$ cat src/design/mahs_pkg.sv
// Types, codes and constants shared by the multi-axis homing sequencer.
// No dependencies; used by mahs_result_buf and the top level.
`timescale 1ns / 1ps

package mahs_pkg;

    localparam int OP_W       = 2;
    localparam int MASK_W     = 12;
    localparam int AXNUM_W    = 4;
    localparam int ACT_W      = 3;
    localparam int DIST_W     = 32;
    localparam int SPEED_W    = 32;
    localparam int SSPEED_W   = 16;
    localparam int CNT_W      = 16;
    localparam int CFG_IDX_W  = 2;
    localparam int CFG_DATA_W = 32;

    localparam logic [CNT_W-1:0]   CNT_MAX = {CNT_W{1'b1}};

    localparam logic [DIST_W-1:0]  SEEK_DIST_RST     = 32'd1600;
    localparam logic [SPEED_W-1:0] OFFSET_SPEED_RST  = 32'd5000;
    localparam logic [CNT_W-1:0]   TIMEOUT_LIMIT_RST = 16'd5000;

    typedef enum logic [CFG_IDX_W-1:0] {
        CFG_SEEK_DIST     = 2'd0,
        CFG_OFFSET_SPEED  = 2'd1,
        CFG_TIMEOUT_LIMIT = 2'd2
    } t_cfg_idx;

    typedef enum logic [OP_W-1:0] {
        OP_TICK = 2'd0,
        OP_HOME = 2'd1,
        OP_SCAN = 2'd2,
        OP_NOP  = 2'd3
    } t_op;

    typedef enum logic [ACT_W-1:0] {
        ACT_FOUND       = 3'd0,
        ACT_OFFSET_MOVE = 3'd1,
        ACT_OFFSET_DONE = 3'd2,
        ACT_TIMEOUT     = 3'd3,
        ACT_SEEK        = 3'd4,
        ACT_AT_HOME     = 3'd5,
        ACT_REJECT      = 3'd6
    } t_action;

    typedef enum logic [1:0] {
        PH_IDLE     = 2'd0,
        PH_SEEK     = 2'd1,
        PH_SEEK_OFS = 2'd2,
        PH_OFS_MOVE = 2'd3
    } t_phase;

    typedef enum logic [1:0] {
        ST_IDLE,
        ST_WALK,
        ST_FLUSH
    } t_seq_state;

    typedef struct packed {
        logic [AXNUM_W-1:0]       axis;
        t_action                  action;
        logic signed [DIST_W-1:0] distance;
        logic [SPEED_W-1:0]       speed;
    } t_result;

    typedef struct packed {
        logic room;
        logic pend;
    } t_buf_stat;

endpackage

$ cat src/design/mahs_result_buf.sv
// Result buffer: one pending slot plus the output register.
// Holds the newest result back so the final one of a transaction is tagged last.
// Depends on mahs_pkg.
`timescale 1ns / 1ps

module mahs_result_buf (
    input  logic               i_clk,
    input  logic               i_rst_n,
    input  logic               i_push,
    input  mahs_pkg::t_result  i_res,
    input  logic               i_flush,
    output mahs_pkg::t_buf_stat o_stat,
    output logic               o_out_valid,
    input  logic               i_out_ready,
    output mahs_pkg::t_result  o_res,
    output logic               o_last
);
    import mahs_pkg::*;

    logic    r_pend_vld;
    t_result r_pend;
    logic    r_out_vld;
    t_result r_out;
    logic    r_out_last;
    logic    w_out_free;

    assign w_out_free  = !r_out_vld || i_out_ready;
    assign o_stat.room = !r_pend_vld || w_out_free;
    assign o_stat.pend = r_pend_vld;
    assign o_out_valid = r_out_vld;
    assign o_res       = r_out;
    assign o_last      = r_out_last;

    always_ff @(posedge i_clk) begin
        if (!i_rst_n) begin
            r_pend_vld <= 1'b0;
            r_out_vld  <= 1'b0;
        end else if (i_push) begin
            r_pend_vld <= 1'b1;
            if (r_pend_vld) begin
                r_out_vld <= 1'b1;
            end else if (i_out_ready) begin
                r_out_vld <= 1'b0;
            end
        end else if (i_flush && r_pend_vld && w_out_free) begin
            r_pend_vld <= 1'b0;
            r_out_vld  <= 1'b1;
        end else if (i_out_ready) begin
            r_out_vld <= 1'b0;
        end
    end

    always_ff @(posedge i_clk) begin
        if (i_push) begin
            r_pend <= i_res;
            if (r_pend_vld) begin
                r_out      <= r_pend;
                r_out_last <= 1'b0;
            end
        end else if (i_flush && r_pend_vld && w_out_free) begin
            r_out      <= r_pend;
            r_out_last <= 1'b1;
        end
    end

endmodule

$ cat src/design/multi_axis_homing_sequencer_top.sv
// Multi-axis homing sequencer, top level: sequencer, per-axis state, config registers.
// Depends on mahs_pkg and mahs_result_buf.
`timescale 1ns / 1ps

// A transaction is taken only while o_in_ready is high. The sequencer then walks
// the axes one per cycle, while no walk step waits as described below, through a
// single shared per-axis evaluation unit. A tick or a scan walks all AXES axes; a
// home request walks first_axis to last_axis. A walk step that makes a result waits
// while both the held result and the output register are full and the output is
// not taken; the final drain of the held result waits the same way. A rejected
// request goes through the flush state; an empty range or an unused op code leaves
// the sequencer idle. Timeout counters saturate at 65535.
// There is no clearing pass after reset.
module multi_axis_homing_sequencer_top #(
    parameter int AXES = 12
) (
    input  logic                                    i_clk,
    input  logic                                    i_rst_n,
    input  logic                                    i_in_valid,
    output logic                                    o_in_ready,
    input  logic [mahs_pkg::OP_W-1:0]               i_op,
    input  logic [mahs_pkg::MASK_W-1:0]             i_home_clear,
    input  logic [mahs_pkg::MASK_W-1:0]             i_axis_idle,
    input  logic [mahs_pkg::AXNUM_W-1:0]            i_first_axis,
    input  logic [mahs_pkg::AXNUM_W-1:0]            i_last_axis,
    input  logic [mahs_pkg::SSPEED_W-1:0]           i_seek_speed,
    input  logic signed [mahs_pkg::DIST_W-1:0]      i_home_offset,
    output logic                                    o_out_valid,
    input  logic                                    i_out_ready,
    output logic [mahs_pkg::AXNUM_W-1:0]            o_axis,
    output logic [mahs_pkg::ACT_W-1:0]              o_action,
    output logic signed [mahs_pkg::DIST_W-1:0]      o_distance,
    output logic [mahs_pkg::SPEED_W-1:0]            o_speed,
    output logic                                    o_last,
    input  logic                                    i_cfg_we,
    input  logic [mahs_pkg::CFG_IDX_W-1:0]          i_cfg_idx,
    input  logic [mahs_pkg::CFG_DATA_W-1:0]         i_cfg_data
);
    import mahs_pkg::*;

    localparam int IW = (AXES > 1) ? $clog2(AXES) : 1;

    t_seq_state r_state;
    t_seq_state n_state;

    logic signed [DIST_W-1:0] r_seek_dist;
    logic [SPEED_W-1:0]       r_offset_speed;
    logic [CNT_W-1:0]         r_timeout_limit;

    t_op                      r_op;
    logic [MASK_W-1:0]        r_clear;
    logic [MASK_W-1:0]        r_idle;
    logic [SSPEED_W-1:0]      r_sspeed;
    logic signed [DIST_W-1:0] r_offs_in;
    logic [IW-1:0]            r_idx;
    logic [IW-1:0]            r_end;

    t_phase                   r_phase [AXES];
    logic [CNT_W-1:0]         r_cnt   [AXES];
    logic signed [DIST_W-1:0] r_offs  [AXES];

    t_phase                   n_phase;
    logic [CNT_W-1:0]         n_cnt;
    logic signed [DIST_W-1:0] n_offs;

    logic        w_acc;
    logic        w_bad;
    logic        w_empty;
    logic        w_step;
    logic        w_emit;
    logic        w_push;
    logic        w_flush;
    t_result     w_axis_res;
    t_result     w_push_res;
    t_result     w_out_res;
    t_buf_stat   w_stat;
    logic [MASK_W-1:0] w_clear_sh;
    logic [MASK_W-1:0] w_idle_sh;
    logic        w_at_home;
    logic        w_idle_bit;
    logic [AXNUM_W-1:0] w_axis_num;

    assign w_acc   = i_in_valid && o_in_ready;
    assign w_bad   = (i_first_axis == '0) || (i_last_axis == '0) ||
                     (32'(i_first_axis) > AXES) || (32'(i_last_axis) > AXES);
    assign w_empty = i_first_axis > i_last_axis;

    // next state
    always_comb begin
        n_state = r_state;
        case (r_state)
            ST_IDLE: begin
                if (w_acc) begin
                    case (t_op'(i_op))
                        OP_TICK, OP_SCAN: n_state = ST_WALK;
                        OP_HOME: begin
                            if (w_bad) begin
                                n_state = ST_FLUSH;
                            end else if (!w_empty) begin
                                n_state = ST_WALK;
                            end
                        end
                        default: n_state = ST_IDLE;
                    endcase
                end
            end
            ST_WALK: begin
                if (w_step && (r_idx == r_end)) begin
                    n_state = ST_FLUSH;
                end
            end
            ST_FLUSH: begin
                if (!w_stat.pend) begin
                    n_state = ST_IDLE;
                end
            end
            default: n_state = ST_IDLE;
        endcase
    end

    // sequencer outputs
    always_comb begin
        o_in_ready = (r_state == ST_IDLE);
        w_flush    = (r_state == ST_FLUSH);
        w_step     = (r_state == ST_WALK) && (!w_emit || w_stat.room);
        w_push     = (w_step && w_emit) ||
                     (w_acc && (t_op'(i_op) == OP_HOME) && w_bad);
        if (r_state == ST_WALK) begin
            w_push_res = w_axis_res;
        end else begin
            w_push_res.axis     = '0;
            w_push_res.action   = ACT_REJECT;
            w_push_res.distance = '0;
            w_push_res.speed    = '0;
        end
    end

    assign w_clear_sh = r_clear >> r_idx;
    assign w_idle_sh  = r_idle >> r_idx;
    assign w_at_home  = !w_clear_sh[0];
    assign w_idle_bit = w_idle_sh[0];
    assign w_axis_num = AXNUM_W'(32'(r_idx) + 32'd1);

    // shared per-axis evaluation
    always_comb begin
        n_phase             = r_phase[r_idx];
        n_cnt               = r_cnt[r_idx];
        n_offs              = r_offs[r_idx];
        w_emit              = 1'b0;
        w_axis_res.axis     = w_axis_num;
        w_axis_res.action   = ACT_FOUND;
        w_axis_res.distance = '0;
        w_axis_res.speed    = '0;
        case (r_op)
            OP_TICK: begin
                if (r_cnt[r_idx] != CNT_MAX) begin
                    n_cnt = r_cnt[r_idx] + 1'b1;
                end
            end
            OP_HOME: begin
                if (w_at_home) begin
                    if (r_offs_in == '0) begin
                        w_emit            = 1'b1;
                        w_axis_res.action = ACT_AT_HOME;
                    end else begin
                        n_offs  = r_offs_in;
                        n_phase = PH_SEEK_OFS;
                    end
                end else begin
                    if (r_phase[r_idx] == PH_IDLE) begin
                        n_cnt   = '0;
                        n_phase = PH_SEEK;
                    end
                    if (r_offs_in != '0) begin
                        n_offs  = r_offs_in;
                        n_phase = PH_SEEK_OFS;
                    end
                    w_emit              = 1'b1;
                    w_axis_res.action   = ACT_SEEK;
                    w_axis_res.distance = r_seek_dist;
                    w_axis_res.speed    = SPEED_W'(r_sspeed);
                end
            end
            OP_SCAN: begin
                if ((r_phase[r_idx] == PH_SEEK) && w_at_home) begin
                    n_phase           = PH_IDLE;
                    w_emit            = 1'b1;
                    w_axis_res.action = ACT_FOUND;
                end else if ((r_phase[r_idx] == PH_SEEK_OFS) && w_at_home) begin
                    n_phase             = PH_OFS_MOVE;
                    w_emit              = 1'b1;
                    w_axis_res.action   = ACT_OFFSET_MOVE;
                    w_axis_res.distance = r_offs[r_idx];
                    w_axis_res.speed    = r_offset_speed;
                end else if ((r_phase[r_idx] == PH_OFS_MOVE) && w_idle_bit) begin
                    n_phase           = PH_IDLE;
                    w_emit            = 1'b1;
                    w_axis_res.action = ACT_OFFSET_DONE;
                end else if ((r_phase[r_idx] == PH_SEEK) &&
                             (r_cnt[r_idx] > r_timeout_limit)) begin
                    n_cnt             = '0;
                    n_phase           = PH_IDLE;
                    w_emit            = 1'b1;
                    w_axis_res.action = ACT_TIMEOUT;
                end
            end
            default: begin
                w_emit = 1'b0;
            end
        endcase
    end

    always_ff @(posedge i_clk) begin
        if (!i_rst_n) begin
            r_state <= ST_IDLE;
        end else begin
            r_state <= n_state;
        end
    end

    always_ff @(posedge i_clk) begin
        if (!i_rst_n) begin
            r_seek_dist     <= SEEK_DIST_RST;
            r_offset_speed  <= OFFSET_SPEED_RST;
            r_timeout_limit <= TIMEOUT_LIMIT_RST;
        end else if (i_cfg_we) begin
            case (t_cfg_idx'(i_cfg_idx))
                CFG_SEEK_DIST:     r_seek_dist     <= i_cfg_data;
                CFG_OFFSET_SPEED:  r_offset_speed  <= i_cfg_data;
                CFG_TIMEOUT_LIMIT: r_timeout_limit <= i_cfg_data[CNT_W-1:0];
                default: begin
                    r_timeout_limit <= r_timeout_limit;
                end
            endcase
        end
    end

    always_ff @(posedge i_clk) begin
        if (w_acc) begin
            r_op      <= t_op'(i_op);
            r_clear   <= i_home_clear;
            r_idle    <= i_axis_idle;
            r_sspeed  <= i_seek_speed;
            r_offs_in <= i_home_offset;
            if (t_op'(i_op) == OP_HOME) begin
                r_idx <= IW'(i_first_axis - 1'b1);
                r_end <= IW'(i_last_axis - 1'b1);
            end else begin
                r_idx <= '0;
                r_end <= IW'(AXES - 1);
            end
        end else if (w_step && (r_idx != r_end)) begin
            r_idx <= r_idx + 1'b1;
        end
    end

    always_ff @(posedge i_clk) begin
        if (!i_rst_n) begin
            for (int k = 0; k < AXES; k++) begin
                r_phase[k] <= PH_IDLE;
                r_cnt[k]   <= '0;
            end
        end else if (w_step) begin
            r_phase[r_idx] <= n_phase;
            r_cnt[r_idx]   <= n_cnt;
        end
    end

    always_ff @(posedge i_clk) begin
        if (w_step) begin
            r_offs[r_idx] <= n_offs;
        end
    end

    mahs_result_buf u_buf (
        .i_clk       (i_clk),
        .i_rst_n     (i_rst_n),
        .i_push      (w_push),
        .i_res       (w_push_res),
        .i_flush     (w_flush),
        .o_stat      (w_stat),
        .o_out_valid (o_out_valid),
        .i_out_ready (i_out_ready),
        .o_res       (w_out_res),
        .o_last      (o_last)
    );

    assign o_axis     = w_out_res.axis;
    assign o_action   = w_out_res.action;
    assign o_distance = w_out_res.distance;
    assign o_speed    = w_out_res.speed;

    a_idle_drained: assert property (@(posedge i_clk) disable iff (!i_rst_n)
        (r_state == ST_IDLE) |-> !w_stat.pend)
        else $error("held result left behind at idle");

    a_walk_in_range: assert property (@(posedge i_clk) disable iff (!i_rst_n)
        (r_state == ST_WALK) |-> (r_idx <= r_end))
        else $error("walk index past range end");

    a_reject_held: assert property (@(posedge i_clk) disable iff (!i_rst_n)
        (w_acc && (i_op == OP_HOME) && w_bad) |=> (w_stat.pend && (r_state == ST_FLUSH)))
        else $error("rejected request not held for output");

    a_push_has_room: assert property (@(posedge i_clk) disable iff (!i_rst_n)
        w_push |-> w_stat.room)
        else $error("result pushed with no room");

endmodule
$ cat config.mk
export PLATFORM = sky130hd
export DESIGN_NAME = multi_axis_homing_sequencer_top
export DESIGN_NICKNAME = d
export VERILOG_FILES = /design/src/design/mahs_pkg.sv /design/src/design/mahs_result_buf.sv /design/src/design/multi_axis_homing_sequencer_top.sv
export SDC_FILE = /design/constraint.sdc
export NUM_CORES = 1
export LEC_CHECK = 0
export ABC_AREA = 0
export BUFFER_PORTS_ARGS = -buffer_cell sky130_fd_sc_hd__buf_2
export CORE_MARGIN = 2
export CORE_UTILIZATION = 55
export DETAILED_ROUTE_END_ITERATION = 10
export GPL_TIMING_DRIVEN = 0
export PLACE_DENSITY = 0.75
export SYNTH_ARGS = -nofsm -noshare
export SYNTH_HDL_FRONTEND = slang
export SYNTH_HIERARCHICAL = 1
export SYNTH_SLANG_ARGS = --single-unit
$ cat constraint.sdc
create_clock -name i_clk -period 9.4 [get_ports i_clk]
set_clock_uncertainty 0.2 [all_clocks]
set_input_delay 0.94 -clock i_clk [delete_from_list [all_inputs] [get_ports i_clk]]
set_output_delay 0.94 -clock i_clk [all_outputs]
set_load 0.005 [all_outputs]
==> metrics.md <==
| Metric | Value |
|---|---|
| Initial antenna violation count | `9` |
| Commonest non-fill, non-tap cells in the layout | `edfxtp_1, nor2_1, nand2_1` |
| Die Y | `274.4 µm` |
| Slowest CP cell | `nor3_2` |
| Die Width | `274.4 µm` |
| Startpoint types | `flip-flop` |
| Syn Inst Count | `2534` |
| Fin crit period | `6.348 ns` |
| TritonCTS Buffers | `98` |
| Clock power frac | `26.7%` |
| First-pass GRT wire length | `150900 µm` |
| Number of global-route vias before repair | `approximately 24000` |
| Crit path DAT | `6.53 ns` |
| YS warnings | `6` |
| CTS resizes | `0` |
| Final WL | `just over 100000 µm` |
| Slew Viols, Final | `0` |
| Area growth syn-to-layout | `15.23%` |
| Largest net degree at the start of global routing | `52` |
| Sequential share of power | `41.4%` |
| Post-CTS Hold Fix Bufs | `0` |
| Register area share after synthesis | `71.35%` |
| Combinational power share | `31.9%` |
| Cell mode on critical path | `buf_6` |
| TritonRoute pass-1 iters | `6` |
| Setup ws final | `3.052 ns` |
| Hpwl dp | `70380 µm` |
| Max-cap violations | `0` |
| CTS tree | `built` |
| FF+latch count, synth | `985` |
| Switching Fraction | `33.57%` |
| Max incr delay on CP | `roughly 0.8 ns` |
| Layout cells sized above 1 | `between 20% and 30%` |
| Slew HR | `3.381%` |
| Vias | `between 20000 and 25000` |
| Fin. Hold Viols | `0` |
| Placer Congestion | `~0.87` |
| H-Tree Depth | `3` |
| Commonest non-fill, non-tap cell in the layout | `edfxtp_1` |
| WP data required | `~9.6 ns` |
| Detailed-route wire length per cell | `26.25 µm` |
| DRT iter0 DRCs | `3099` |
| CTS root buffer | `clkbuf_16` |
| Post-CTS setup buffer count | `0` |
| Post-route core utilization | `63.74%` |
| Post-Syn Nets | `2686` |
| Core box area | `72710 µm²` |
| Pwr dens | `298.9 nW/µm²` |
| P_sw | `4.651 mW` |
| Fin nets | `3023` |
| Setup Viol. Count Final | `0` |
| RSZ-0062 raised after global routing | `false` |
| Synth Area per Inst | `15.87 µm²` |
| Worst hold slack | `0.2037 ns` |
| Core Rows | `99` |
| DR DRC count | `0` |
| Worst Path Max Fanout | `10` |
| Crit path capture type | `flip-flop` |
| Async SR Flop Fraction | `0%` |
| Mapped Area | `roughly 40000 µm²` |
| Clk sink count | `985` |
| ANT nets after route | `0` |
| Leakage power | `16.01 nW` |
| Clock buffer depth | `3` |
| Status | `finished, final reports clean` |
| Place WS | `3.120 ns` |
| GR Overflow Total | `0` |
| Worst skew pair latency | `0.67 ns` |
| Io pins | `195` |
| Vias/cell | `between 6 and 7` |
| CTS clk-pin slew, worst paths | `0.06 ns` |
| PortBufs | `194` |
| Internal power | `~9.2 mW` |
| Final worst path period share | `67.53%` |
| Initial Utilization | `between 50% and 60%` |
| Fmax | `0.1575 GHz` |
| Post-synth EDFFs | `897` |
| Dominant synthesized flop cell | `edfxtp_1` |
| Setup TNS | `0 ns` |
| Critical-path cell list | `buf_4 > buf_2 > mux4_2 > a22oi_1 > nand2_1 > ha_1 > a21o_1 > a21o_1 > a221o_1 > o31a_1 > nor2_1 > or4_1 > buf_6 > buf_6 > nand2_1 > nor3_2 > buf_8 > buf_8 > buf_6` |
| Die area | `75310 µm²` |
| Number of fill cells | `4991` |
| Class of the worst hold path | `flip-flop to flip-flop` |
| Worst-Margin Slew | `1.449 ns` |
| Max rail drop VDD | `0.0001645 V` |
| Kind of critical path | `flip-flop to flip-flop` |
| PnR Total Power | `13.85 mW` |
| Yosys cell types | `76` |
| Total global-route track usage | `27.35%` |
-- logic make-up (layout without fill, tap and decap cells) --
family / count (synthesis) / after routing / share of synthesized area, %
AO/OA/AOI/OAI: 306 / 306 / 5.074
XOR/XNOR: 9 / 9 / 0.1960
adder cells (fa/ha/maj): 31 / 31 / 0.9643
buffers and inverters: 214 / 632 / 2.616
flip-flops: 985 / 985 / 71.35
multiplexers: 228 / 228 / 11.46
other: 0 / 4 / 0
AND/OR/NAND/NOR: 761 / 761 / 8.343
-- area by class of cell --
cell class | instances | area (µm²) | share of cell area (%)
Sequential cell | 985 | 28700 | 61.92
Antenna cell | 4 | 10.01 | 0.02160
Multi-Input combinational cell | 1335 | 10660 | 23.00
Tap cell | 959 | 1200 | 2.589
Inverter | 53 | 201.4 | 0.4346
Timing Repair Buffer | 237 | 1694 | 3.655
Buffer | 161 | 853.3 | 1.841
Clock inverter | 57 | 439.2 | 0.9476
Clock buffer | 124 | 2591 | 5.591
-- power groups by stage --
stage | clock, mW | combinational (mW) | sequential, mW
3_5_place_dp | 0 | 4.35 | 5.82
5_1_grt | 3.90 | 4.70 | 5.75
4_1_cts | 3.73 | 4.38 | 5.73
2_1_floorplan | 0 | 2.94 | 5.77
6_report | 3.70 | 4.42 | 5.73
3_3_place_gp | 0 | 4.11 | 5.83
-- stage by stage --
step	area [µm²]	std cells
final	46350	3915
after floorplan	40220	2534
after global placement	42390	3687
after global routing	46350	3915
after detailed placement	43310	3730
after CTS	46340	3911
-- routing by layer --
| layer | vias up | track usage (%) | part of all wire [%] |
|---|---|---|---|
| met2 | 1462 | 44.88 | 49 |
| met1 | 12204 | 36.89 | 38 |
| met5 | - | 0 | 0.034 |
| met3 | 200 | 5.289 | 10 |
| li1 | 10314 | - | - |
| met4 | 6 | 9.625 | 2.9 |
-- registers in the layout, indices dropped and copies added (netlist names), named ones only --
name and flops:
r_timeout_limit 16, r_seek_dist 32, u_buf/r_pend_vld 1, r_op 2
r_cnt 256, r_offs_in 32, r_idx 4, r_clear 12
u_buf/o_res 71, r_offset_speed 32, r_sspeed 16, r_idle 12
r_end 4, r_offs 384, u_buf/o_out_valid 1, u_buf/r_pend 71
r_phase 32, r_state 2, u_buf/o_last 1
-- synthesized netlist by cell type, types with 3 or more instances --
master	n	area share, %
a31o_2	3	0.065
and2_1	29	0.45
mux2_4	7	0.26
o21ai_0	53	0.66
o21ai_2	3	0.065
ha_1	31	0.96
nor3_1	10	0.12
mux2i_1	39	0.97
a21o_1	3	0.056
buf_2	27	0.34
inv_1	50	0.47
inv_2	3	0.028
mux2i_4	3	0.17
mux4_1	7	0.46
a22oi_1	38	0.71
mux4_2	171	9.6
xor2_1	7	0.15
nor4_1	12	0.19
and3_1	11	0.17
nand2_1	240	2.2
buf_4	20	0.37
nand3_1	28	0.35
edfxtp_1	897	67
nor2_1	359	3.4
nand2b_1	12	0.19
o31ai_1	9	0.17
buf_8	3	0.11
buf_6	12	0.34
dfxtp_1	88	4.4
and4_1	6	0.13
nor2b_1	16	0.25
a21oi_1	84	1.0
clkbuf_1	77	0.72
buf_1	21	0.20
a21boi_0	70	1.3
a41oi_1	3	0.065
nand4_2	14	0.44
nand4_1	8	0.12
o211ai_1	8	0.15
a211oi_2	3	0.093
a31oi_1	4	0.062
-- final timing paths --
path / start / end / slack [ns] / cells past startpoint
setup / recovery: flip-flop / r_offs[7][17] / 3.05 / 19
hold / removal: u_buf/r_pend[3] / u_buf/o_res[3] / 0.20 / 0
setup reg to reg: flip-flop / r_offs[7][17] / 3.05 / 19
hold reg to reg: u_buf/r_pend[3] / u_buf/o_res[3] / 0.20 / 0
-- critical path, delay by kind of cell (launching register included) --
family,cells,cell delay [ns]
AO/OA/AOI/OAI,5,1.38
adder cells (fa/ha/maj),1,0.36
buffers and inverters,7,1.55
flip-flops,1,0.38
multiplexers,1,0.39
AND/OR/NAND/NOR,5,1.81
No activity file was read; power rests on OpenSTA's default activity.
